`src/rtl/mwt_pkg.sv`:
```
// Package for the microwave timer controller: configuration and result
// structs, mode encoding, key codes, display codes and register indexes.
// No dependencies.
`timescale 1ns / 1ps

package mwt_pkg;

  localparam int CFG_IDX_W  = 2;
  localparam int CFG_DATA_W = 8;

  localparam logic [CFG_IDX_W-1:0] CFG_TICKS_PER_SEC = 2'd0;
  localparam logic [CFG_IDX_W-1:0] CFG_BLINK_THRESH  = 2'd1;
  localparam logic [CFG_IDX_W-1:0] CFG_FINISH_SEC    = 2'd2;
  localparam logic [CFG_IDX_W-1:0] CFG_QUICK_ADD_SEC = 2'd3;

  localparam logic [7:0] RST_TICKS_PER_SEC = 8'd100;
  localparam logic [7:0] RST_BLINK_THRESH  = 8'd50;
  localparam logic [2:0] RST_FINISH_SEC    = 3'd5;
  localparam logic [5:0] RST_QUICK_ADD_SEC = 6'd30;

  localparam logic [2:0] MAX_DIGITS = 3'd5;

  localparam logic [7:0] KEY_START = 8'h41;
  localparam logic [7:0] KEY_STOP  = 8'h42;
  localparam logic [7:0] KEY_QUICK = 8'h43;
  localparam logic [7:0] KEY_DOOR  = 8'h44;
  localparam logic [7:0] KEY_STAR  = 8'h2A;
  localparam logic [7:0] KEY_HASH  = 8'h23;
  localparam logic [7:0] KEY_0     = 8'h30;
  localparam logic [7:0] KEY_9     = 8'h39;

  localparam logic [2:0] DM_TIME  = 3'd0;
  localparam logic [2:0] DM_ZERO  = 3'd1;
  localparam logic [2:0] DM_FIN   = 3'd2;
  localparam logic [2:0] DM_BLANK = 3'd3;
  localparam logic [2:0] DM_DOOR  = 3'd4;

  localparam logic [2:0] LED_RUN_SET  = 3'b011;
  localparam logic [2:0] LED_RUN_MASK = 3'b110;
  localparam logic [2:0] LED_FINISH   = 3'b100;
  localparam logic [2:0] LED_LIGHT    = 3'b010;
  localparam logic [2:0] LED_OFF      = 3'b000;

  typedef enum logic [2:0] {
    M_INIT  = 3'd0,
    M_ENTRY = 3'd1,
    M_COOK  = 3'd2,
    M_PAUSE = 3'd3,
    M_FIN   = 3'd4,
    M_DOOR  = 3'd5
  } mode_t;

  typedef struct packed {
    logic [7:0] ticks_per_sec;
    logic [7:0] blink_thresh;
    logic [2:0] finish_sec;
    logic [5:0] quick_add_sec;
  } cfg_t;

  typedef struct packed {
    logic [2:0] display_mode;
    logic [6:0] minutes;
    logic [6:0] seconds;
    logic [2:0] leds;
  } res_t;

endpackage

```
`src/rtl/mwt_cfg_regs.sv`:
```
// Configuration register file for the microwave timer controller.
// Depends on mwt_pkg.
`timescale 1ns / 1ps

module mwt_cfg_regs (
  input  logic                            clk,
  input  logic                            rst_n,
  input  logic                            cfg_we,
  input  logic [mwt_pkg::CFG_IDX_W-1:0]   cfg_index,
  input  logic [mwt_pkg::CFG_DATA_W-1:0]  cfg_wdata,
  output mwt_pkg::cfg_t                   cfg
);

  mwt_pkg::cfg_t cfg_r;
  mwt_pkg::cfg_t cfg_nxt;

  always_comb begin
    cfg_nxt = cfg_r;
    if (cfg_we) begin
      unique case (cfg_index)
        mwt_pkg::CFG_TICKS_PER_SEC: cfg_nxt.ticks_per_sec = cfg_wdata;
        mwt_pkg::CFG_BLINK_THRESH:  cfg_nxt.blink_thresh  = cfg_wdata;
        mwt_pkg::CFG_FINISH_SEC:    cfg_nxt.finish_sec    = cfg_wdata[2:0];
        mwt_pkg::CFG_QUICK_ADD_SEC: cfg_nxt.quick_add_sec = cfg_wdata[5:0];
        default: cfg_nxt = cfg_r;
      endcase
    end
  end

  always_ff @(posedge clk) begin
    if (!rst_n) begin
      cfg_r.ticks_per_sec <= mwt_pkg::RST_TICKS_PER_SEC;
      cfg_r.blink_thresh  <= mwt_pkg::RST_BLINK_THRESH;
      cfg_r.finish_sec    <= mwt_pkg::RST_FINISH_SEC;
      cfg_r.quick_add_sec <= mwt_pkg::RST_QUICK_ADD_SEC;
    end else begin
      cfg_r <= cfg_nxt;
    end
  end

  assign cfg = cfg_r;

endmodule

```
`src/rtl/mwt_ctrl.sv`:
```
// Timer state and single-pass update for one tick: key decode, mode
// machine, time entry, quick add, countdown and display/LED result.
// Depends on mwt_pkg.
`timescale 1ns / 1ps

module mwt_ctrl (
  input  logic          clk,
  input  logic          rst_n,
  input  logic          step,
  input  logic          key_valid,
  input  logic [7:0]    key_code,
  input  mwt_pkg::cfg_t cfg,
  output mwt_pkg::res_t res
);

  localparam logic [6:0] SEC_MAX  = 7'd59;
  localparam logic [6:0] MIN_CAP_COOK = 7'd59;
  localparam logic [6:0] MIN_CAP_ENTRY = 7'd99;
  localparam logic [2:0] DC_MAX   = 3'd7;

  typedef struct packed {
    logic [6:0] mn;
    logic [6:0] sc;
  } time_t;

  function automatic logic [3:0] tens_of(input logic [6:0] v);
    logic [3:0] t;
    t = 4'd0;
    for (int i = 1; i < 10; i++) begin
      if (v >= 7'(i * 10)) t = 4'(i);
    end
    return t;
  endfunction

  function automatic logic [3:0] ones_of(input logic [6:0] v);
    logic [6:0] t10;
    t10 = {3'd0, tens_of(v)} * 7'd10;
    return 4'(v - t10);
  endfunction

  function automatic time_t add_quick(input time_t t, input logic [5:0] q,
                                      input logic [6:0] cap);
    logic [7:0] s;
    time_t r;
    r = t;
    s = {1'b0, t.sc} + {2'd0, q};
    if (s > {1'b0, SEC_MAX}) begin
      if (t.mn >= cap) begin
        r.sc = SEC_MAX;
      end else begin
        r.mn = t.mn + 7'd1;
        r.sc = 7'(s - 8'd60);
      end
    end else begin
      r.sc = s[6:0];
    end
    return r;
  endfunction

  mwt_pkg::mode_t mode_r, mode_nxt;
  time_t          tv_r, tv_nxt;
  logic [2:0]     dc_r, dc_nxt;
  logic [7:0]     tick_r, tick_nxt;
  logic [2:0]     fc_r, fc_nxt;
  logic           door_r, door_nxt;
  logic [2:0]     led_r, led_nxt;
  logic           pend_r, pend_nxt;

  logic           st, sp, clr, qk, num, early;
  logic [5:0]     qamt;
  logic [2:0]     dc_inc, dc_c;
  logic [7:0]     tick_inc;
  logic [3:0]     digit;
  logic [2:0]     dm;
  time_t          tc, tq;

  assign qamt     = (cfg.quick_add_sec > 6'd59) ? 6'd59 : cfg.quick_add_sec;
  assign dc_inc   = (dc_r == DC_MAX) ? dc_r : dc_r + 3'd1;
  assign tick_inc = tick_r + 8'd1;
  assign digit    = 4'(key_code - mwt_pkg::KEY_0);

  always_comb begin
    mode_nxt = mode_r;
    tv_nxt   = tv_r;
    dc_nxt   = dc_r;
    tick_nxt = tick_r;
    fc_nxt   = fc_r;
    door_nxt = door_r;
    led_nxt  = led_r;
    pend_nxt = pend_r;
    st    = 1'b0;
    sp    = 1'b0;
    clr   = 1'b0;
    qk    = 1'b0;
    num   = pend_r;
    early = 1'b0;
    dm    = mwt_pkg::DM_TIME;
    dc_c  = dc_r;
    tc    = tv_r;
    tq    = tv_r;

    if (key_valid) begin
      case (key_code)
        mwt_pkg::KEY_START: begin
          st  = 1'b1;
          num = 1'b0;
        end
        mwt_pkg::KEY_STOP: begin
          sp  = 1'b1;
          clr = 1'b1;
          num = 1'b0;
        end
        mwt_pkg::KEY_QUICK: begin
          qk  = 1'b1;
          num = 1'b0;
        end
        mwt_pkg::KEY_DOOR: begin
          sp       = 1'b1;
          door_nxt = !door_r;
          num      = 1'b0;
        end
        mwt_pkg::KEY_STAR, mwt_pkg::KEY_HASH: begin
          num = pend_r;
        end
        default: begin
          num = 1'b1;
          if (mode_r == mwt_pkg::M_DOOR || mode_r == mwt_pkg::M_COOK ||
              mode_r == mwt_pkg::M_PAUSE) begin
            pend_nxt = 1'b1;
            early    = 1'b1;
          end else if (key_code >= mwt_pkg::KEY_0 && key_code <= mwt_pkg::KEY_9) begin
            tv_nxt.mn = 7'({3'd0, ones_of(tv_r.mn)} * 7'd10) + {3'd0, tens_of(tv_r.sc)};
            tv_nxt.sc = 7'({3'd0, ones_of(tv_r.sc)} * 7'd10) + {3'd0, digit};
          end
        end
      endcase
    end

    if (!early) begin
      if (door_nxt) begin
        mode_nxt = mwt_pkg::M_DOOR;
        pend_nxt = num;
      end else begin
        unique case (mode_r)
          mwt_pkg::M_DOOR: begin
            mode_nxt = mwt_pkg::M_PAUSE;
          end
          mwt_pkg::M_INIT: begin
            fc_nxt = 3'd0;
            if (st && (tv_nxt.mn != 7'd0 || tv_nxt.sc != 7'd0)) begin
              mode_nxt = mwt_pkg::M_COOK;
            end else if (qk) begin
              tv_nxt.mn = 7'd0;
              tv_nxt.sc = {1'b0, qamt};
              mode_nxt  = mwt_pkg::M_COOK;
            end else if (num) begin
              mode_nxt = mwt_pkg::M_ENTRY;
              dc_nxt   = dc_inc;
            end
          end
          mwt_pkg::M_ENTRY: begin
            if (key_valid) begin
              if (st) begin
                mode_nxt = mwt_pkg::M_COOK;
              end else if (clr) begin
                tv_nxt   = '0;
                dc_nxt   = 3'd0;
                mode_nxt = mwt_pkg::M_INIT;
              end else if (num) begin
                if (!(tv_nxt.mn == 7'd0 && tv_nxt.sc == 7'd0 && dc_r == 3'd0)) begin
                  dc_c = dc_inc;
                end
                if (dc_c >= mwt_pkg::MAX_DIGITS) begin
                  dc_nxt = 3'd0;
                  tv_nxt = '0;
                end else begin
                  dc_nxt = dc_c;
                end
              end else if (qk) begin
                tv_nxt   = add_quick(tv_nxt, qamt, MIN_CAP_ENTRY);
                mode_nxt = mwt_pkg::M_COOK;
              end
            end
          end
          mwt_pkg::M_COOK: begin
            if (sp) begin
              mode_nxt = mwt_pkg::M_PAUSE;
            end else begin
              tc.mn = (tv_nxt.mn > MIN_CAP_COOK) ? MIN_CAP_COOK : tv_nxt.mn;
              tc.sc = (tv_nxt.sc > SEC_MAX) ? SEC_MAX : tv_nxt.sc;
              tq    = qk ? add_quick(tc, qamt, MIN_CAP_COOK) : tc;
              tv_nxt   = tq;
              tick_nxt = tick_inc;
              if (tick_inc >= cfg.ticks_per_sec) begin
                tick_nxt = 8'd0;
                if (tq.sc != 7'd0) begin
                  tv_nxt.sc = tq.sc - 7'd1;
                end else if (tq.mn != 7'd0) begin
                  tv_nxt.mn = tq.mn - 7'd1;
                  tv_nxt.sc = SEC_MAX;
                end
                if (tv_nxt.mn == 7'd0 && tv_nxt.sc == 7'd0) begin
                  mode_nxt = mwt_pkg::M_FIN;
                end
              end
            end
          end
          mwt_pkg::M_PAUSE: begin
            if (st) mode_nxt = mwt_pkg::M_COOK;
            if (num || clr) begin
              tv_nxt   = '0;
              dc_nxt   = 3'd0;
              mode_nxt = mwt_pkg::M_INIT;
            end
            if (qk) tv_nxt = add_quick(tv_nxt, qamt, MIN_CAP_ENTRY);
          end
          default: begin
            if (key_valid || fc_r == cfg.finish_sec) mode_nxt = mwt_pkg::M_INIT;
            if (tick_r >= cfg.ticks_per_sec) begin
              fc_nxt   = fc_r + 3'd1;
              tick_nxt = 8'd1;
            end else begin
              tick_nxt = tick_inc;
            end
          end
        endcase
        pend_nxt = 1'b0;
      end
    end

    unique case (mode_nxt)
      mwt_pkg::M_INIT: begin
        dm      = mwt_pkg::DM_ZERO;
        led_nxt = mwt_pkg::LED_OFF;
      end
      mwt_pkg::M_ENTRY: begin
        dm = mwt_pkg::DM_TIME;
      end
      mwt_pkg::M_COOK: begin
        dm      = mwt_pkg::DM_TIME;
        led_nxt = led_r | mwt_pkg::LED_RUN_SET;
      end
      mwt_pkg::M_PAUSE: begin
        dm      = mwt_pkg::DM_TIME;
        led_nxt = led_r & mwt_pkg::LED_RUN_MASK;
      end
      mwt_pkg::M_FIN: begin
        if (tick_nxt < cfg.blink_thresh) begin
          dm      = mwt_pkg::DM_FIN;
          led_nxt = mwt_pkg::LED_FINISH;
        end else begin
          dm      = mwt_pkg::DM_BLANK;
          led_nxt = mwt_pkg::LED_OFF;
        end
      end
      default: begin
        dm      = mwt_pkg::DM_DOOR;
        led_nxt = mwt_pkg::LED_LIGHT;
      end
    endcase

    res.display_mode = dm;
    res.minutes      = (dm == mwt_pkg::DM_TIME) ? tv_nxt.mn : 7'd0;
    res.seconds      = (dm == mwt_pkg::DM_TIME) ? tv_nxt.sc : 7'd0;
    res.leds         = led_nxt;
  end

  always_ff @(posedge clk) begin
    if (!rst_n) begin
      mode_r <= mwt_pkg::M_INIT;
      tv_r   <= '0;
      dc_r   <= 3'd0;
      tick_r <= 8'd0;
      fc_r   <= 3'd0;
      door_r <= 1'b0;
      led_r  <= 3'd0;
      pend_r <= 1'b0;
    end else if (step) begin
      mode_r <= mode_nxt;
      tv_r   <= tv_nxt;
      dc_r   <= dc_nxt;
      tick_r <= tick_nxt;
      fc_r   <= fc_nxt;
      door_r <= door_nxt;
      led_r  <= led_nxt;
      pend_r <= pend_nxt;
    end
  end

endmodule

```
`src/rtl/microwave_timer_controller.sv`:
```
// Microwave timer controller top level: input register, tick update, result register.
// Each tick is held in the input register, then its result in the result register.
// One tick item per cycle while the result stage is not held by out_stall.
// Reset (rst_n low, synchronous): mode initial, time and counters zero, door
// closed, LEDs off, configuration at defaults, both stages empty.
// Depends on mwt_pkg, mwt_cfg_regs, mwt_ctrl.
`timescale 1ns / 1ps

module microwave_timer_controller (
  input  logic                            clk,
  input  logic                            rst_n,
  input  logic                            cfg_we,
  input  logic [mwt_pkg::CFG_IDX_W-1:0]   cfg_index,
  input  logic [mwt_pkg::CFG_DATA_W-1:0]  cfg_wdata,
  input  logic                            in_valid,
  output logic                            in_stall,
  input  logic                            in_key_valid,
  input  logic [7:0]                      in_key_code,
  output logic                            out_valid,
  input  logic                            out_stall,
  output logic [2:0]                      out_display_mode,
  output logic [6:0]                      out_minutes,
  output logic [6:0]                      out_seconds,
  output logic [2:0]                      out_leds
);

  mwt_pkg::cfg_t cfg;
  mwt_pkg::res_t res;
  mwt_pkg::res_t res_r;

  logic       s1_valid_r, s1_valid_nxt;
  logic       key_valid_r;
  logic [7:0] key_code_r;
  logic       out_valid_r, out_valid_nxt;
  logic       s2_ready, step, in_xfer;

  assign s2_ready = !out_valid_r || !out_stall;
  assign step     = s1_valid_r && s2_ready;
  assign in_stall = s1_valid_r && !s2_ready;
  assign in_xfer  = in_valid && !in_stall;

  assign s1_valid_nxt  = in_xfer ? 1'b1 : (step ? 1'b0 : s1_valid_r);
  assign out_valid_nxt = s2_ready ? step : out_valid_r;

  mwt_cfg_regs u_cfg (
    .clk       (clk),
    .rst_n     (rst_n),
    .cfg_we    (cfg_we),
    .cfg_index (cfg_index),
    .cfg_wdata (cfg_wdata),
    .cfg       (cfg)
  );

  mwt_ctrl u_ctrl (
    .clk       (clk),
    .rst_n     (rst_n),
    .step      (step),
    .key_valid (key_valid_r),
    .key_code  (key_code_r),
    .cfg       (cfg),
    .res       (res)
  );

  always_ff @(posedge clk) begin
    if (!rst_n) begin
      s1_valid_r  <= 1'b0;
      out_valid_r <= 1'b0;
    end else begin
      s1_valid_r  <= s1_valid_nxt;
      out_valid_r <= out_valid_nxt;
    end
  end

  always_ff @(posedge clk) begin
    if (in_xfer) begin
      key_valid_r <= in_key_valid;
      key_code_r  <= in_key_code;
    end
    if (step) begin
      res_r <= res;
    end
  end

  assign out_valid        = out_valid_r;
  assign out_display_mode = res_r.display_mode;
  assign out_minutes      = res_r.minutes;
  assign out_seconds      = res_r.seconds;
  assign out_leds         = res_r.leds;

`ifndef NO_ASSERTIONS
  a_stall_only_when_full: assert property (@(posedge clk) disable iff (!rst_n)
    in_stall |-> (out_valid && out_stall))
    else $error("input stalled while result stage can advance");

  a_time_blank_off_mode: assert property (@(posedge clk) disable iff (!rst_n)
    (out_valid && out_display_mode != mwt_pkg::DM_TIME)
      |-> (out_minutes == 7'd0 && out_seconds == 7'd0))
    else $error("time shown outside time display mode");

  a_time_in_range: assert property (@(posedge clk) disable iff (!rst_n)
    out_valid |-> (out_minutes <= 7'd99 && out_seconds <= 7'd99))
    else $error("time field out of range");

  a_fin_led: assert property (@(posedge clk) disable iff (!rst_n)
    (out_valid && out_display_mode == mwt_pkg::DM_FIN) |-> (out_leds == mwt_pkg::LED_FINISH))
    else $error("finish display without finish LED alone");
`endif

endmodule

```
`config.mk`:
```
export PLATFORM = sky130hd
export DESIGN_NAME = microwave_timer_controller
export DESIGN_NICKNAME = d
export VERILOG_FILES = /design/src/rtl/mwt_pkg.sv /design/src/rtl/mwt_cfg_regs.sv /design/src/rtl/mwt_ctrl.sv /design/src/rtl/microwave_timer_controller.sv
export SDC_FILE = /design/constraint.sdc
export NUM_CORES = 1
export LEC_CHECK = 0
export ABC_AREA = 1
export BUFFER_PORTS_ARGS = -buffer_cell sky130_fd_sc_hd__buf_2
export CORE_AREA = 2 2 135 137
export CTS_CLUSTER_SIZE = 20
export DETAILED_ROUTE_END_ITERATION = 16
export DIE_AREA = 0 0 137 139
export PLACE_DENSITY = 0.74
export SYNTH_ARGS = -nofsm -noshare
export SYNTH_HDL_FRONTEND = slang
export SYNTH_SLANG_ARGS = --single-unit
```
`constraint.sdc`:
```
create_clock -name clk -period 7.7 [get_ports clk]
set_input_delay 1.155 -clock clk [delete_from_list [all_inputs] [get_ports clk]]
set_output_delay 1.155 -clock clk [all_outputs]
set_load 0.02 [all_outputs]
```
## Word level (Yosys, flattened, before mapping)

Cells that the tools add are included.

- Add/subtract/negate cells: 19
- $lt $le $gt $ge: 33
- Eq/ne operators: 29
- Bitwise logic cells: 3
- Multiply operators: 4
- Mux-type cells: 155
- Reductions and logical operators: 49

Operators with widths:

| kind | count |
|---|---|
| $mux W14 | 23 |
| $mux W7 | 34 |
| $mux W3 | 44 |
| $ge A7 B7 Y1 const B | 8 |
| $pmux W14 S4 | 1 |
| $ge A7 B6 Y1 const B | 7 |
| $mux W4 | 12 |
| $mux W8 | 5 |
| $eq A8 B7 Y1 const B | 4 |
| $pmux W3 S5 | 2 |
| $ge A7 B5 Y1 const B | 4 |
| $logic_not A7 Y1 | 4 |
| $reduce_bool A7 Y1 | 4 |
| $add A7 B6 Y8 | 3 |
| $gt A8 B6 Y1 const B | 3 |
| $mux W1 | 24 |
| $add A7 B1 Y7 const B | 3 |
| $sub A7 B6 Y7 const B | 3 |
| $pmux W3 S3 | 2 |
| $eq A8 B6 Y1 const B | 2 |
| $ge A8 B8 Y1 | 2 |
| $ne A2 B2 Y1 const B | 8 |
| $pmux W8 S2 | 1 |
| $add A7 B4 Y7 | 2 |
| 42 further kinds | 87 |

- Output and inout bits: 22
- Register bits: 92
- Input bits: 24
- Logic and storage cells: 313

## Logic depth before layout (Yosys ltp)

Gate-level depths: netlist of run 1.

- Depth after elaboration: 53
- Mapped depth: 63
- Depth with buffers taken out: 62

## Cells and area by module

A second synthesis of run 1 with hierarchy kept.

- Cells, all modules: 1415
- Area, all modules: 9308.9 um^2

Modules (own cells, without submodules):

| module | cells each | area an instance (um^2) | seq. area each (um^2) | instances |
|---|---|---|---|---|
| mwt_ctrl | 1230 | 7324.5 | 720.7 | 1 |
| mwt_cfg_regs | 143 | 1018.5 | 500.5 | 1 |
| microwave_timer_controller | 42 | 965.9 | 910.9 | 1 |

## Worst setup path after synthesis of run 1

No wires, ideal clock.

- Path kind: flip-flop to flip-flop
- Start: register u_ctrl.tv_r[4] (netlist bit)
- End: register res_r (netlist bit out_minutes[4]) (data pin)
- Path buffers: 2
- Arrival time: 7.366 ns
- Clock period less this slack: 7.629 ns
- Required time: 7.437 ns
- Path slack: 0.071 ns
- Setup time: 0.263 ns
- Stages on the path, launching flop included: 55
- Cell sequence: dfxtp_1 > inv_1 > nand2_1 > o21ai_1 > nand2_1 > nand2_1 > nand2_1 > nand2_1 > nand2_1 > nand2_1 > ha_1 > inv_1 > fa_1 > xor2_1 > xor2_1 > xnor2_1 > ha_1 > ha_1 > [... 19 more ...] > nand2_1 > clkbuf_1 > nand4_1 > nand2_1 > nand2_1 > ha_1 > nand3_2 > nor2_2 > nor2_2 > xor2_1 > nand3_1 > o21ai_1 > nand2_1 > nand2_2 > nand3_4 > nand2_4 > buf_6 > nor2_1

- Cells in the longest elaborated chain, start to end: 52
- Elaborated cells on any way between the ends: 135
- Those cells by class: add/sub: 12; mul: 2; order compare: 18; eq/ne: 4; mux: 83; reduce/logical: 16

Ends and longest elaborated chain:

| what | line | RTL |
|---|---|---|
| from (decl) | mwt_ctrl.sv:61 | `time_t tv_r, tv_nxt;` |
| from (signal assigned) | mwt_ctrl.sv:280 | `tv_r <= tv_nxt;` |
| $ge A7 B4 Y1 | mwt_ctrl.sv:30 | `if (v >= 7'(i * 10)) t = 4'(i);` |
| $mux W1 | mwt_ctrl.sv:30 |  |
| $mux W2 (2 in series) | mwt_ctrl.sv:30 |  |
| $mux W3 (4 in series) | mwt_ctrl.sv:30 |  |
| $mux W4 (2 in series) | mwt_ctrl.sv:30 |  |
| $mux W4 | mwt_ctrl.sv:131 | `end else if (key_code >= mwt_pkg::KEY_0 && key_code <= mwt_pkg::KEY_9) begin` |
| $mux W4 | mwt_ctrl.sv:127 | `if (mode_r == mwt_pkg::M_DOOR \|\| mode_r == mwt_pkg::M_COOK \|\|` |
| $mux W4 | mwt_ctrl.sv:103 | `case (key_code)` |
| [... 31 more ...] | n/a |  |
| $mux W3 | mwt_ctrl.sv:186 | `if (sp) begin` |
| $pmux W3 S5 | mwt_ctrl.sv:144 | `unique case (mode_r)` |
| $mux W3 | mwt_ctrl.sv:140 | `if (door_nxt) begin` |
| $mux W3 | mwt_ctrl.sv:139 | `if (!early) begin` |
| $eq A3 B1 Y1 or $eq A3 B2 Y1 (tied branches) | mwt_ctrl.sv:231 | `unique case (mode_nxt)` |
| $reduce_or A3 Y1 (no source line) | n/a |  |
| $pmux W3 S3 | mwt_ctrl.sv:231 |  |
| $logic_not A3 Y1 | mwt_ctrl.sv:263 | `res.minutes = (dm == mwt_pkg::DM_TIME) ? tv_nxt.mn : 7'd0;` |
| to (signal assigned) | microwave_timer_controller.sv:80 | `res_r <= res;` |
| to (decl) | microwave_timer_controller.sv:29 | `mwt_pkg::res_t res_r;` |

Every way passes the cells marked *; elsewhere a longest branch is shown, timed or not. The select of a mux whose other input is x is not followed.
A chain may end at the register's enable or synchronous reset.

## Worst setup path in the final report of run 1

- Start: register u_ctrl.tv_r[4] (netlist bit)
- End: register res_r (netlist bit out_seconds[1]) (data pin)

- Cells in the longest elaborated chain, start to end: 52
- Elaborated cells on any way between the ends: 132
- Those cells by class: add/sub: 10; mul: 2; order compare: 18; eq/ne: 4; mux: 82; reduce/logical: 16

Ends and longest elaborated chain:

| what | line | RTL |
|---|---|---|
| $ge A7 B4 Y1 | mwt_ctrl.sv:30 |  |
| $mux W1 | mwt_ctrl.sv:30 |  |
| $mux W2 (2 in series) | mwt_ctrl.sv:30 |  |
| $mux W3 (4 in series) | mwt_ctrl.sv:30 |  |
| $mux W4 (2 in series) | mwt_ctrl.sv:30 |  |
| $mux W4 | mwt_ctrl.sv:131 |  |
| $mux W4 | mwt_ctrl.sv:127 |  |
| $mux W4 | mwt_ctrl.sv:103 |  |
| [... 31 more ...] | n/a |  |
| $mux W3 | mwt_ctrl.sv:186 |  |
| $pmux W3 S5 | mwt_ctrl.sv:144 |  |
| $mux W3 | mwt_ctrl.sv:140 |  |
| $mux W3 | mwt_ctrl.sv:139 |  |
| $eq A3 B1 Y1 or $eq A3 B2 Y1 (tied branches) | mwt_ctrl.sv:231 |  |
| $reduce_or A3 Y1 (no source line) | n/a |  |
| $pmux W3 S3 | mwt_ctrl.sv:231 |  |
| $logic_not A3 Y1 | mwt_ctrl.sv:264 | `res.seconds = (dm == mwt_pkg::DM_TIME) ? tv_nxt.sc : 7'd0;` |

Marks and branches as above.

==> summary.txt, run 1 <==
Setup path
  – Worst EP arrival: 8250 ps
  – WP data required: 7800 ps
  – Crit. End Element: flop
  – Slowest cell on crit path: fa_2
  – Most frequent CP cell: nand2_1
  – Crit path max fanout: 7
  – FF-to-FF Start: u_ctrl.tv_r[4]
  – Register-to-register setup slack: -450 ps
  – Peak per-stage delay on the critical path: 450 ps
  – Critical path launch point type: flop
  – Worst Setup Path Type: flop to flop
  – Worst setup path startpoint: u_ctrl.tv_r[4]

GRT
  – Via count of the first global-routing pass: 10040
  – Pin count of the biggest net entering global routing: 60
  – Initial antenna violation count: 0
  – First-pass GRT wire length: 49310 µm
  – GRT Overall Usage: 32.22%
  – Congestion Overflow GR: 0

Timing
  – Final hold viol count: 0
  – Post-layout minimum cycle time: 8151 ps
  – Fin. max-slew vios: 0
  – Slew @ Worst Pin: 916.2 ps
  – Setup Viol. Count Final: 27
  – Rel. slew slack: 38.69%
  – Min setup slack post-route: -451.3 ps
  – Max Fclk: 122.7 MHz
  – RSZ-0062 raised after global routing: yes
  – Worst hold slack: 470.9 ps
  – Final Cycle Share: 105.9%
  – Fin Clk Skew: 9.261 ps

Run
  – Max-cap violations: 0

Placed design
  – Final HPWL DP: 22720 µm
  – Port-buffer cells: 45
  – RD Place Congestion: 1.068

Min path
  – Min-Delay Path Class: flop to flop
  – Worst Min Path Start: u_cfg.cfg[0]

Yosys
  – Seq/Total Area, Yosys: 22.44%
  – Netlist cell types: 67
  – Post-synthesis async set-or-reset flop share: 0%
  – Synth Warn #: 0
  – Mapped Avg Cell Area: 6.540 µm²
  – Mapped Area: 0.009503 mm²
  – #FFs+latches synth: 92
  – Post-synth EDFFs: 29
  – Main synth FF type: dfxtp_1
  – Synth Instances: 1453
  – Syn_nets: 1559

Floorplan
  – Die area: 0.01904 mm²
  – Width of the die: 137 µm
  – Cell Rows: 49
  – DIE HEIGHT: 139 µm
  – Core area: 0.01766 mm²
  – Top Ports: 46
  – Starting density of the core: 53.82%

Clocking
  – Sink Count: 92
  – Clock slew at reported path FFs: 80 ps
  – Skew-Pair Late Insertion Delay: 360 ps
  – Worst-case clock buffer depth: 2
  – Root Driver: clkbuf_16
  – CTS tree: built
  – CTS Buf Count: 9
  – H-Tree Level Count: 3

Final layout
  – Nets: 1728
  – Final core occ: 67.71%
  – Diodes inserted: 0
  – Share of cells above drive strength 1: 24.28%
  – Area Growth Syn to Fin: 25.81%

Power
  – Psw: 1.072 mW
  – Internal: 1.377 mW
  – PD cells: 204.9 mW/mm²
  – Reg power frac: 23.4%
  – Sw Share: 43.78%
  – Combinational power share: 57.4%
  – Clock power share: 19.2%
  – Peak supply drop: 0.0001265 V
  – Cell leakage power: 5.745 nW

Drt
  – Total number of vias: 10770
  – Routed Wire Length: 31390 µm
  – Avg Vias per Cell: 5.802
  – Antenna-violating nets left: 0
  – Initial drt markers: 966
  – DRC viols: 0
  – Drt first pass iters: 7
  – Wirelength per Cell: 16.91 µm

Run status
  – Failing checks: setup timing
  – Status: finished, violations left
cells by family (layout without fill, tap and decap cells):
kind of cell | Yosys count | after routing | share of synthesized area [%]
fa+ha+maj | 82 | 82 | 11.51
mux | 1 | 1 | 0.2370
compound gates | 351 | 351 | 22.11
flops | 92 | 92 | 22.44
buf+inv | 269 | 442 | 10.94
xor+xnor | 40 | 40 | 3.687
simple gates | 618 | 619 | 29.08
timing repair:
item,in CTS,in global routing
gates resized for setup,70,104
hold buffers,0,0
pin swaps,23,55
setup buffers,25,20
gates cloned,1,0
hold endpoints to repair,0,0
setup endpoints to repair,28,39
power by group through the flow:
stage	registers (mW)	logic, mW	clock network, mW
after floorplan	0.582	0.743	0
after global placement	0.580	1.09	0
after detailed placement	0.581	1.11	0
after CTS	0.572	1.22	0.476
after global routing	0.577	1.54	0.492
final	0.573	1.41	0.470
metal layers:
layer,global-route usage [%],vias to the layer above,routed length [µm],part of all wire [%]
met3,5.117,115,2384,7.6
met2,54.23,483,14910,47
met1,41.05,4949,12740,41
met4,12.37,0,1358,4.3
met5,0,-,0,0
li1,-,5222,-,-
final cells by class:
type,count,area [µm²]
clock buffer,9,225.2
clock inverter,7,91.34
fill,1515,5702
inverter,227,854.6
multi-input combinational,1093,6953
sequential,92,2141
tap,229,286.5
timing repair buffer,199,1404
final timing paths:
path	to	cells past startpoint
max	out_seconds[1]	58
min	u_cfg.cfg[0]	2
max reg2reg	out_seconds[1]	58
min reg2reg	u_cfg.cfg[0]	2
placed cells by master, fill, tap and decap left out, drive strengths merged, types with 16 or more instances in the layout:
master / n
a21oi: 106
buf: 199
dfxtp: 63
edfxtp: 29
ha: 73
inv: 229
nand2: 299
nand3: 98
nand4: 26
nor2: 167
o211ai: 16
o21ai: 145
xor2: 25
flip-flops by register name, summed over array words and instances, names as in the netlist, 3 cells and up:
signal and cells:
u_cfg.cfg 25, out_seconds 7, u_ctrl.led_r 3, out_leds 3
u_ctrl.dc_r 3, u_ctrl.mode_r 3, u_ctrl.tick_r 8, out_display_mode 3
u_ctrl.fc_r 3, key_code_r 8, out_minutes 7, u_ctrl.tv_r 14
cell usage after synthesis, types with 3 or more instances:
master / number / area (µm²)
edfxtp_1: 29 / 870.8
o2111ai_1: 10 / 87.58
o21ai_0: 125 / 625.6
o21ai_2: 3 / 26.28
clkbuf_1: 29 / 108.9
nand3_2: 7 / 70.07
inv_1: 217 / 814.5
a22oi_1: 10 / 75.07
nand2_4: 5 / 56.30
dfxtp_1: 63 / 1261
a41oi_1: 3 / 26.28
xor2_1: 25 / 219.0
a21o_1: 3 / 22.52
nand2_2: 9 / 56.30
nor4_1: 4 / 25.02
o21a_1: 5 / 37.54
buf_2: 6 / 30.03
ha_1: 73 / 913.4
inv_2: 9 / 33.78
o22ai_1: 11 / 68.82
fa_1: 9 / 180.2
a221oi_1: 6 / 52.55
nor3_1: 12 / 60.06
nor2_2: 4 / 25.02
or2_2: 6 / 37.54
a21oi_1: 103 / 515.5
buf_1: 3 / 11.26
nand3_1: 89 / 445.4
xnor2_1: 15 / 131.4
o211ai_1: 16 / 120.1
a21oi_2: 3 / 26.28
o31ai_1: 4 / 30.03
nor2_4: 4 / 45.04
nand4_1: 24 / 150.1
nor2_1: 159 / 596.8
o21ai_1: 15 / 75.07
a31oi_1: 5 / 31.28
o221ai_1: 6 / 52.55
o311ai_0: 4 / 35.03
nand2_1: 284 / 1066
worst max-delay path, delay by kind of cell (launching register included):
family,cells,cell delay [ps]
AO/OA/AOI/OAI,5,760
adder cells (fa/ha/maj),6,1580
AND/OR/NAND/NOR,34,3170
XOR/XNOR,7,1430
buffers and inverters,6,580
flip-flops,1,350
through the flow:
step / setup WS [ps] / instances / total power [mW] / instance area (µm²) / setup TNS (ps)
final: -451.3 / 1856 / 2.449 / 11960 / -9993
after global routing: -942.0 / 1856 / 2.608 / 11960 / -25860
after CTS: -108.4 / 1836 / 2.272 / 11420 / -1576
after detailed placement: -537.6 / 1794 / 1.689 / 10660 / -11190
after global placement: -226.5 / 1794 / 1.669 / 10660 / -4048
after floorplan: 71.40 / 1453 / 1.325 / 9503 / 0
Note: power is estimated with default switching activity, not from simulation.
==> run 2: changes to the inputs <==
Settings changed: MAX_ROUTING_LAYER set to met4.
==> run 2 against run 1 <==
  * The run still ends with setup timing left
  * Via count down 2.5%
  * First-iteration DRC count down 7.2%
  * Utilization down 1.4 points
  * Final area down 2.1%
  * Clock-buffer cell count unchanged
  * Sequential cell count unchanged
  * Critical path type unchanged
  * Critical endpoint is now u_ctrl.led_r[2]
  * Combinational power down 6%
==> summary.txt, run 2 (synthesized netlist as in run 1, its figures left out) <==
Clocking
  – Skew-Pair Late Insertion Delay: 360 ps (about the same)
  – Sink Count: 92 (unchanged)
  – H-Tree Level Count: 3 (unchanged)
  – Root Driver: clkbuf_16 (unchanged)
  – Worst-case clock buffer depth: 2 (unchanged)
  – Hold buffers post-CTS: 0 (unchanged)
  – Clock slew at reported path FFs: 80 ps (about the same)
  – CTS Buf Count: 9 (unchanged)
  – CTS tree: built (unchanged)

Drt
  – DRC viols: 0 (unchanged)
  – Routed Wire Length: 30780 µm (was 31390 µm)
  – Initial drt markers: 896 (was 966)
  – Drt first pass iters: 5 (was 7)
  – Avg Vias per Cell: 5.709 (was 5.802)
  – Total number of vias: 10510 (was 10770)
  – Antenna-violating nets left: 0 (unchanged)
  – Wirelength per Cell: 16.73 µm (was 16.91 µm)

Power
  – Peak supply drop: 0.0001419 V (was 0.0001265 V)
  – Cell leakage power: 5.622 nW (was 5.745 nW)
  – Pwr Total: 2.370 mW (was 2.449 mW)
  – PD cells: 202.5 mW/mm² (was 204.9 mW/mm²)

Timing
  – Setup Viol. Count Final: 23 (was 27)
  – Final hold viol count: 0 (unchanged)
  – Max Fclk: 126.0 MHz (was 122.7 MHz)
  – Fin Clk Skew: 9.876 ps (was 9.261 ps)
  – Final Cycle Share: 103.0% (was 105.9%)
  – Fin. max-slew vios: 0 (unchanged)
  – Slew @ Worst Pin: 909.5 ps (was 916.2 ps)
  – Worst hold slack: 474.7 ps (was 470.9 ps)
  – RSZ-0062 raised after global routing: yes (unchanged)
  – Rel. slew slack: 39.37% (was 38.69%)
  – Post-layout minimum cycle time: 7934 ps (was 8151 ps)
  – Min setup slack post-route: -233.7 ps (was -451.3 ps)

Final layout
  – Max FFs per register: 25 (unchanged)
  – Fillers: 1583 (was 1515)
  – Share of cells above drive strength 1: 22.28% (was 24.28%)
  – Register area: 0.002150 mm² (was 0.002141 mm²)
  – Area of the multi-input gates: 0.006825 mm² (was 0.006953 mm²)
  – Non-filler instance count after layout: 1840 (was 1856)
  – Most common cell after layout, fill and taps aside: nand2_1 (unchanged)
  – Area Growth Syn to Fin: 23.17% (was 25.81%)
  – Most frequent cells in the layout: 260 x nand2_1, 206 x inv_1, 136 x nor2_1 (was 258 x nand2_1, 210 x inv_1, 148 x buf_4)
  – Nets: 1712 (was 1728)
  – Diodes inserted: 0 (unchanged)

GRT
  – GRT Overall Usage: 32.89% (was 32.22%)
  – Via count of the first global-routing pass: 9820 (was 10040)
  – Initial antenna violation count: 0 (unchanged)
  – Pin count of the biggest net entering global routing: 60 (unchanged)
  – Congestion Overflow GR: 0 (unchanged)
  – First-pass GRT wire length: 48710 µm (was 49310 µm)

Run status
  – Failing checks: setup timing (unchanged)
  – Status: finished, violations left (unchanged)

Floorplan
  – Starting density of the core: 53.82% (unchanged)
  – Cell Rows: 49 (unchanged)
  – Core area: 0.01766 mm² (unchanged)
  – Top Ports: 46 (unchanged)
  – Width of the die: 137 µm (unchanged)
  – Die area: 0.01904 mm² (unchanged)
  – DIE HEIGHT: 139 µm (unchanged)

Setup path
  – Crit. End Element: flop (unchanged)
  – Worst EP arrival: 8230 ps (was 8250 ps)
  – Slowest cell on crit path: fa_1 (was fa_2)
  – Worst Setup Path Type: flop to flop (unchanged)
  – Peak per-stage delay on the critical path: 440 ps (was 450 ps)
  – WP data required: 8000 ps (was 7800 ps)
  – Most frequent CP cell: nand2_1 (unchanged)
  – Critical path launch point type: flop (unchanged)
  – Crit path max fanout: 8 (was 7)

Placed design
  – Final HPWL DP: 22970 µm (was 22720 µm)
  – Cells after DPL: 1794 (unchanged)
  – RD Place Congestion: 1.034 (was 1.068)
  – Port-buffer cells: 45 (unchanged)

Run
  – Max-cap violations: 0 (unchanged)

Min path
  – Min-Delay Path Class: flop to flop (unchanged)
[run 2: cell count changes in the layout (fill, tap and decap cells not counted), moves of 4 or more]
cell | previous run | this run
buf_4 | 148 | 134
inv_1 | 210 | 206
nor2_2 | 20 | 16
o21ai_0 | 109 | 115
o21ai_1 | 17 | 22
o21ai_2 | 14 | 5
[run 2: critical path, delay by kind of cell (launching register included)]
kind | cells | cell delay [ps]
DFF | 1 | 380
and+or+nand+nor | 38 | 3580
AOI/OAI and AO/OA | 5 | 820
xor gates and xnor gates | 7 | 1260
buffers and inverters | 3 | 270
adders and majority gates | 6 | 1590
[run 2: area by class of cell]
class,instances,share of cell area (%)
flip-flops and latches,92,18.36
multi-input cells,1093,58.31
clock inverters,7,0.7803
inverters,227,7.322
repair buffers,183,10.85
well taps,229,2.448
clock buffers,9,1.924
[run 2: stage by stage]
stage / cell area (µm²) / setup WS, ps / utilization (%) / setup TNS [ps]
after CTS: 11310 / -152.4 / 64.07 / -3033
after global placement: 10660 / -219.9 / 60.35 / -3903
after floorplan: 9503 / 71.40 / - / 0
after global routing: 11710 / -614.8 / 66.29 / -14840
final: 11710 / -233.7 / 66.29 / -4365
after detailed placement: 10660 / -516.1 / 60.35 / -10970
[run 2: worst paths after layout]
check | start | to | slack [ps] | cells after the start
worst min register to register | u_cfg.cfg[0] | u_cfg.cfg[0] | 470 | 2
worst max-delay path | u_ctrl.tv_r[3] | u_ctrl.led_r[2] | -230 | 59
worst min-delay path | u_cfg.cfg[0] | u_cfg.cfg[0] | 470 | 2
worst max register to register | u_ctrl.tv_r[3] | u_ctrl.led_r[2] | -230 | 59
[run 2: timing repair]
action	4_1_cts	5_1_grt
endpoints found under the setup margin	28	39
setup buffers	18	10
resized for setup	60	84
hold endpoints to repair	0	0
cloned	1	1
pin swaps	43	53
[run 2: report_power, final]
| part | internal [mW] | switching (mW) | leakage [nW] |
|---|---|---|---|
| Sequential | 0.540 | 0.0319 | 0.801 |
| Combinational | 0.556 | 0.775 | 4.67 |
| Clock | 0.235 | 0.232 | 0.152 |
[run 2: metal layers]
layer / vias up / GRT usage (%) / routed length [µm]
li1: 5204 / - / -
met1: 4764 / 41.13 / 12550
met2: 452 / 53.68 / 14760
met3: 85 / 5.336 / 2532
met4: 0 / 11.07 / 947
met5: - / - / 0
==> run 3: changes to the inputs <==
Settings changed: ABC_AREA 1 to not set, CORE_AREA 2 2 135 137 to 2 2 137 139, CTS_CLUSTER_DIAMETER set to 60, DIE_AREA 0 0 137 139 to 0 0 139 141.
==> run 3 against run 2 <==
  * The run still ends with setup timing left
  * Die area is 2.9% higher
  * Critical endpoint is now out_seconds[0]
  * Utilization is 2.9 points higher
  * Non-clock buffer count is 89 higher
  * Final area is 7.9% higher
  * First-iteration DRC count is 11% higher
==> summary.txt, run 3 <==
Drt
  – Wirelength per Cell: 20.38 µm (was 16.73 µm)
  – Total number of vias: 10860 (was 10510)
  – Routed Wire Length: 35660 µm (was 30780 µm)
  – Drt first pass iters: 8 (was 5)
  – DRC viols: 0 (unchanged)
  – Antenna-violating nets left: 0 (unchanged)
  – Initial drt markers: 991 (was 896)
  – Avg Vias per Cell: 6.205 (was 5.709)

Final layout
  – Share of cells above drive strength 1: 27.70% (was 22.28%)
  – Nets: 1617 (was 1712)
  – Diodes inserted: 0 (unchanged)
  – Finished Cell Area: 0.01263 mm² (was 0.01171 mm²)
  – Most frequent cells in the layout: 219 x buf_4, 136 x nand2_1, 108 x nor2_1 (was 260 x nand2_1, 206 x inv_1, 136 x nor2_1)
  – Most common cell after layout, fill and taps aside: buf_4 (was nand2_1)
  – Max FFs per register: 25 (unchanged)
  – Area Growth Syn to Fin: 29.46% (was 23.17%)

Timing
  – Setup Viol. Count Final: 38 (was 23)
  – Fin Clk Skew: 9.373 ps (was 9.876 ps)
  – Final Cycle Share: 109.3% (was 103.0%)
  – Final hold viol count: 0 (unchanged)
  – Slew @ Worst Pin: 1023 ps (was 909.5 ps)
  – Setup TNS: -21870 ps (was -4365 ps)
  – Max Fclk: 118.8 MHz (was 126.0 MHz)
  – RSZ-0062 raised after global routing: yes (unchanged)
  – Fin. max-slew vios: 0 (unchanged)
  – Min setup slack post-route: -716.0 ps (was -233.7 ps)
  – Post-layout minimum cycle time: 8416 ps (was 7934 ps)
  – Rel. slew slack: 31.54% (was 39.37%)

Setup path
  – Critical path launch point type: flop (unchanged)
  – Crit path to: out_seconds[0] (was u_ctrl.led_r[2])
  – Crit path max fanout: 7 (was 8)
  – Worst setup path startpoint: u_ctrl.tv_r[5] (was u_ctrl.tv_r[3])
  – R2R cell count: 46 (was 59)
  – Most frequent CP cell: buf_4 (was nand2_1)
  – WP data required: 7920 ps (was 8000 ps)
  – FF-to-FF Start: u_ctrl.tv_r[5] (was u_ctrl.tv_r[3])
  – Worst EP arrival: 8640 ps (was 8230 ps)
  – Register-to-register setup slack: -720 ps (was -230 ps)
  – Crit. End Element: flop (unchanged)
  – Peak per-stage delay on the critical path: 480 ps (was 440 ps)
  – Slowest cell on crit path: fa_1 (unchanged)
  – Worst Setup Path Type: flop to flop (unchanged)
  – R2r endpoint: out_seconds[0] (was u_ctrl.led_r[2])

Placed design
  – Setup slack at placement: -968.3 ps (was -516.1 ps)
  – Post-DP Area: 0.01156 mm² (was 0.01066 mm²)
  – Final HPWL DP: 27740 µm (was 22970 µm)
  – RD Place Congestion: 1.085 (was 1.034)
  – Port-buffer cells: 45 (unchanged)

Floorplan
  – Top Ports: 46 (unchanged)
  – Starting density of the core: 53.42% (was 53.82%)
  – Die area: 0.01960 mm² (was 0.01904 mm²)
  – Cell Rows: 50 (was 49)
  – Width of the die: 139 µm (was 137 µm)
  – DIE HEIGHT: 141 µm (was 139 µm)
  – Core area: 0.01827 mm² (was 0.01766 mm²)

Yosys
  – Most frequent cell after synthesis: nand2_1 (unchanged)
  – Post-synthesis async set-or-reset flop share: 0% (unchanged)
  – Post-synth top area share: 12.92% (was 13.27%)
  – Mapped Area: 0.009759 mm² (was 0.009503 mm²)
  – #FFs+latches synth: 92 (unchanged)
  – Synth top area cells: dfxtp_1 13%, ha_1 9.4%, edfxtp_1 8.9% (was dfxtp_1 13%, nand2_1 11%, ha_1 9.6%)
  – Post-synth top area cell: dfxtp_1 (unchanged)
  – Seq/Total Area, Yosys: 21.85% (was 22.44%)
  – Netlist cell types: 94 (was 67)
  – Synth Warn #: 0 (unchanged)
  – Synth Instances: 1286 (was 1453)
  – Post-synth EDFFs: 29 (unchanged)
  – Main synth FF type: dfxtp_1 (unchanged)
  – Mapped Avg Cell Area: 7.589 µm² (was 6.540 µm²)
  – Top cells by count, synth: 140 x nand2_1, 116 x nor2_1, 100 x a21oi_1, 81 x inv_1, 77 x o21ai_0 (was 284 x nand2_1, 217 x inv_1, 159 x nor2_1, 125 x o21ai_0, 103 x a21oi_1)

Clocking
  – Clock slew at reported path FFs: 70 ps (was 80 ps)
  – Root Driver: clkbuf_16 (unchanged)
  – Skew-Pair Late Insertion Delay: 360 ps (about the same)
  – Hold buffers post-CTS: 0 (unchanged)
  – CTS Buf Count: 9 (unchanged)
  – Sink Count: 92 (unchanged)
  – CTS tree: built (unchanged)
  – Worst-case clock buffer depth: 2 (unchanged)
  – H-Tree Level Count: 3 (unchanged)

GRT
  – First-pass GRT wire length: 55460 µm (was 48710 µm)
  – GRT busiest layer: met2 (unchanged)
  – Met3 Track Usage GR: 5.197% (was 5.336%)
  – Met2 Track Usage GR: 61.03% (was 53.68%)
  – Via count of the first global-routing pass: 10390 (was 9820)
  – GRT Overall Usage: 36.76% (was 32.89%)
  – Congestion Overflow GR: 0 (unchanged)
  – Pin count of the biggest net entering global routing: 49 (was 60)
  – Initial antenna violation count: 0 (unchanged)
  – Met1 track demand over resource: 44.81% (was 41.13%)

Run status
  – Failing checks: setup timing (unchanged)
  – Status: finished, violations left (unchanged)

Run
  – Max-cap violations: 0 (unchanged)

Power
  – Cell leakage power: 5.650 nW (was 5.622 nW)
  – PD cells: 161.5 mW/mm² (was 202.5 mW/mm²)
  – Peak supply drop: 0.0001300 V (was 0.0001419 V)

Min path
  – Min-Delay Path Class: flop to flop (unchanged)
  – Worst Min Path Start: u_cfg.cfg[0] (unchanged)
run 3: worst min path at each step:
stage,slack (ps),to,cells after the start
after global routing,510,u_cfg.cfg[1],2
after detailed placement,480,u_cfg.cfg[0],2
final,490,u_cfg.cfg[0],2
after CTS,490,u_cfg.cfg[0],2
after floorplan,440,u_cfg.cfg[0],2
after global placement,470,u_cfg.cfg[0],2
run 3: final cells by class:
| class | instances | area, µm² |
|---|---|---|
| flip-flops and latches | 92 | 2143 |
| well taps | 234 | 292.8 |
| repair buffers | 272 | 1977 |
| multi-input cells | 1054 | 7600 |
| clock buffers | 12 | 279.0 |
| inverters | 82 | 307.8 |
| fillers | 1575 | 5633 |
| clock inverters | 4 | 35.03 |
run 3: kinds of logic (layout without fill, tap and decap cells):
logic type               after synthesis  after routing  synth area share (%)
AND/OR/NAND/NOR                      500            500                 25.72
AO/OA/AOI/OAI                        381            381                 26.37
buffers and inverters                141            370                 5.795
flip-flops                            92             92                 21.85
adder cells (fa/ha/maj)               82             82                 11.21
XOR/XNOR                              57             57                 5.679
multiplexers                          32             32                 3.346
other                                  1              2               0.03842
run 3: through the flow:
step | power, mW | util (%) | hold slack, ps | instances
3_3_place_gp | 1.439 | 63.27 | 468.3 | 1694
2_1_floorplan | 1.089 | - | 438.8 | 1287
6_report | 2.040 | 69.16 | 486.5 | 1750
3_5_place_dp | 1.449 | 63.27 | 478.0 | 1694
4_1_cts | 1.997 | 68.16 | 487.9 | 1743
5_1_grt | 2.131 | 69.16 | 510.3 | 1750
run 3: what timing repair did:
| item | CTS | global route |
|---|---|---|
| buffers inserted | 34 | 7 |
| setup endpoints to repair | 39 | 39 |
| resized for setup | 75 | 26 |
| hold endpoints to repair | 0 | 0 |
| pin swaps | 34 | 29 |
run 3: per-layer routing:
layer | vias to the layer above | wire [µm]
met1 | 5103 | 14620
met5 | - | 0
li1 | 5126 | -
met2 | 518 | 16630
met4 | 0 | 1806
met3 | 111 | 2605
run 3: where the power goes:
part,switching [mW],total (mW),internal (mW)
sequential,0.0246,0.550,0.525
combinational,0.547,1.02,0.470
clock,0.211,0.473,0.262
run 3: critical path, delay by kind of cell (launching register included):
kind / cells / cell delay (ps)
AO/OA/AOI/OAI: 11 / 1880
buffers and inverters: 17 / 1960
AND/OR/NAND/NOR: 7 / 1330
adder cells (fa/ha/maj): 6 / 1750
XOR/XNOR: 5 / 1000
flip-flops: 1 / 360
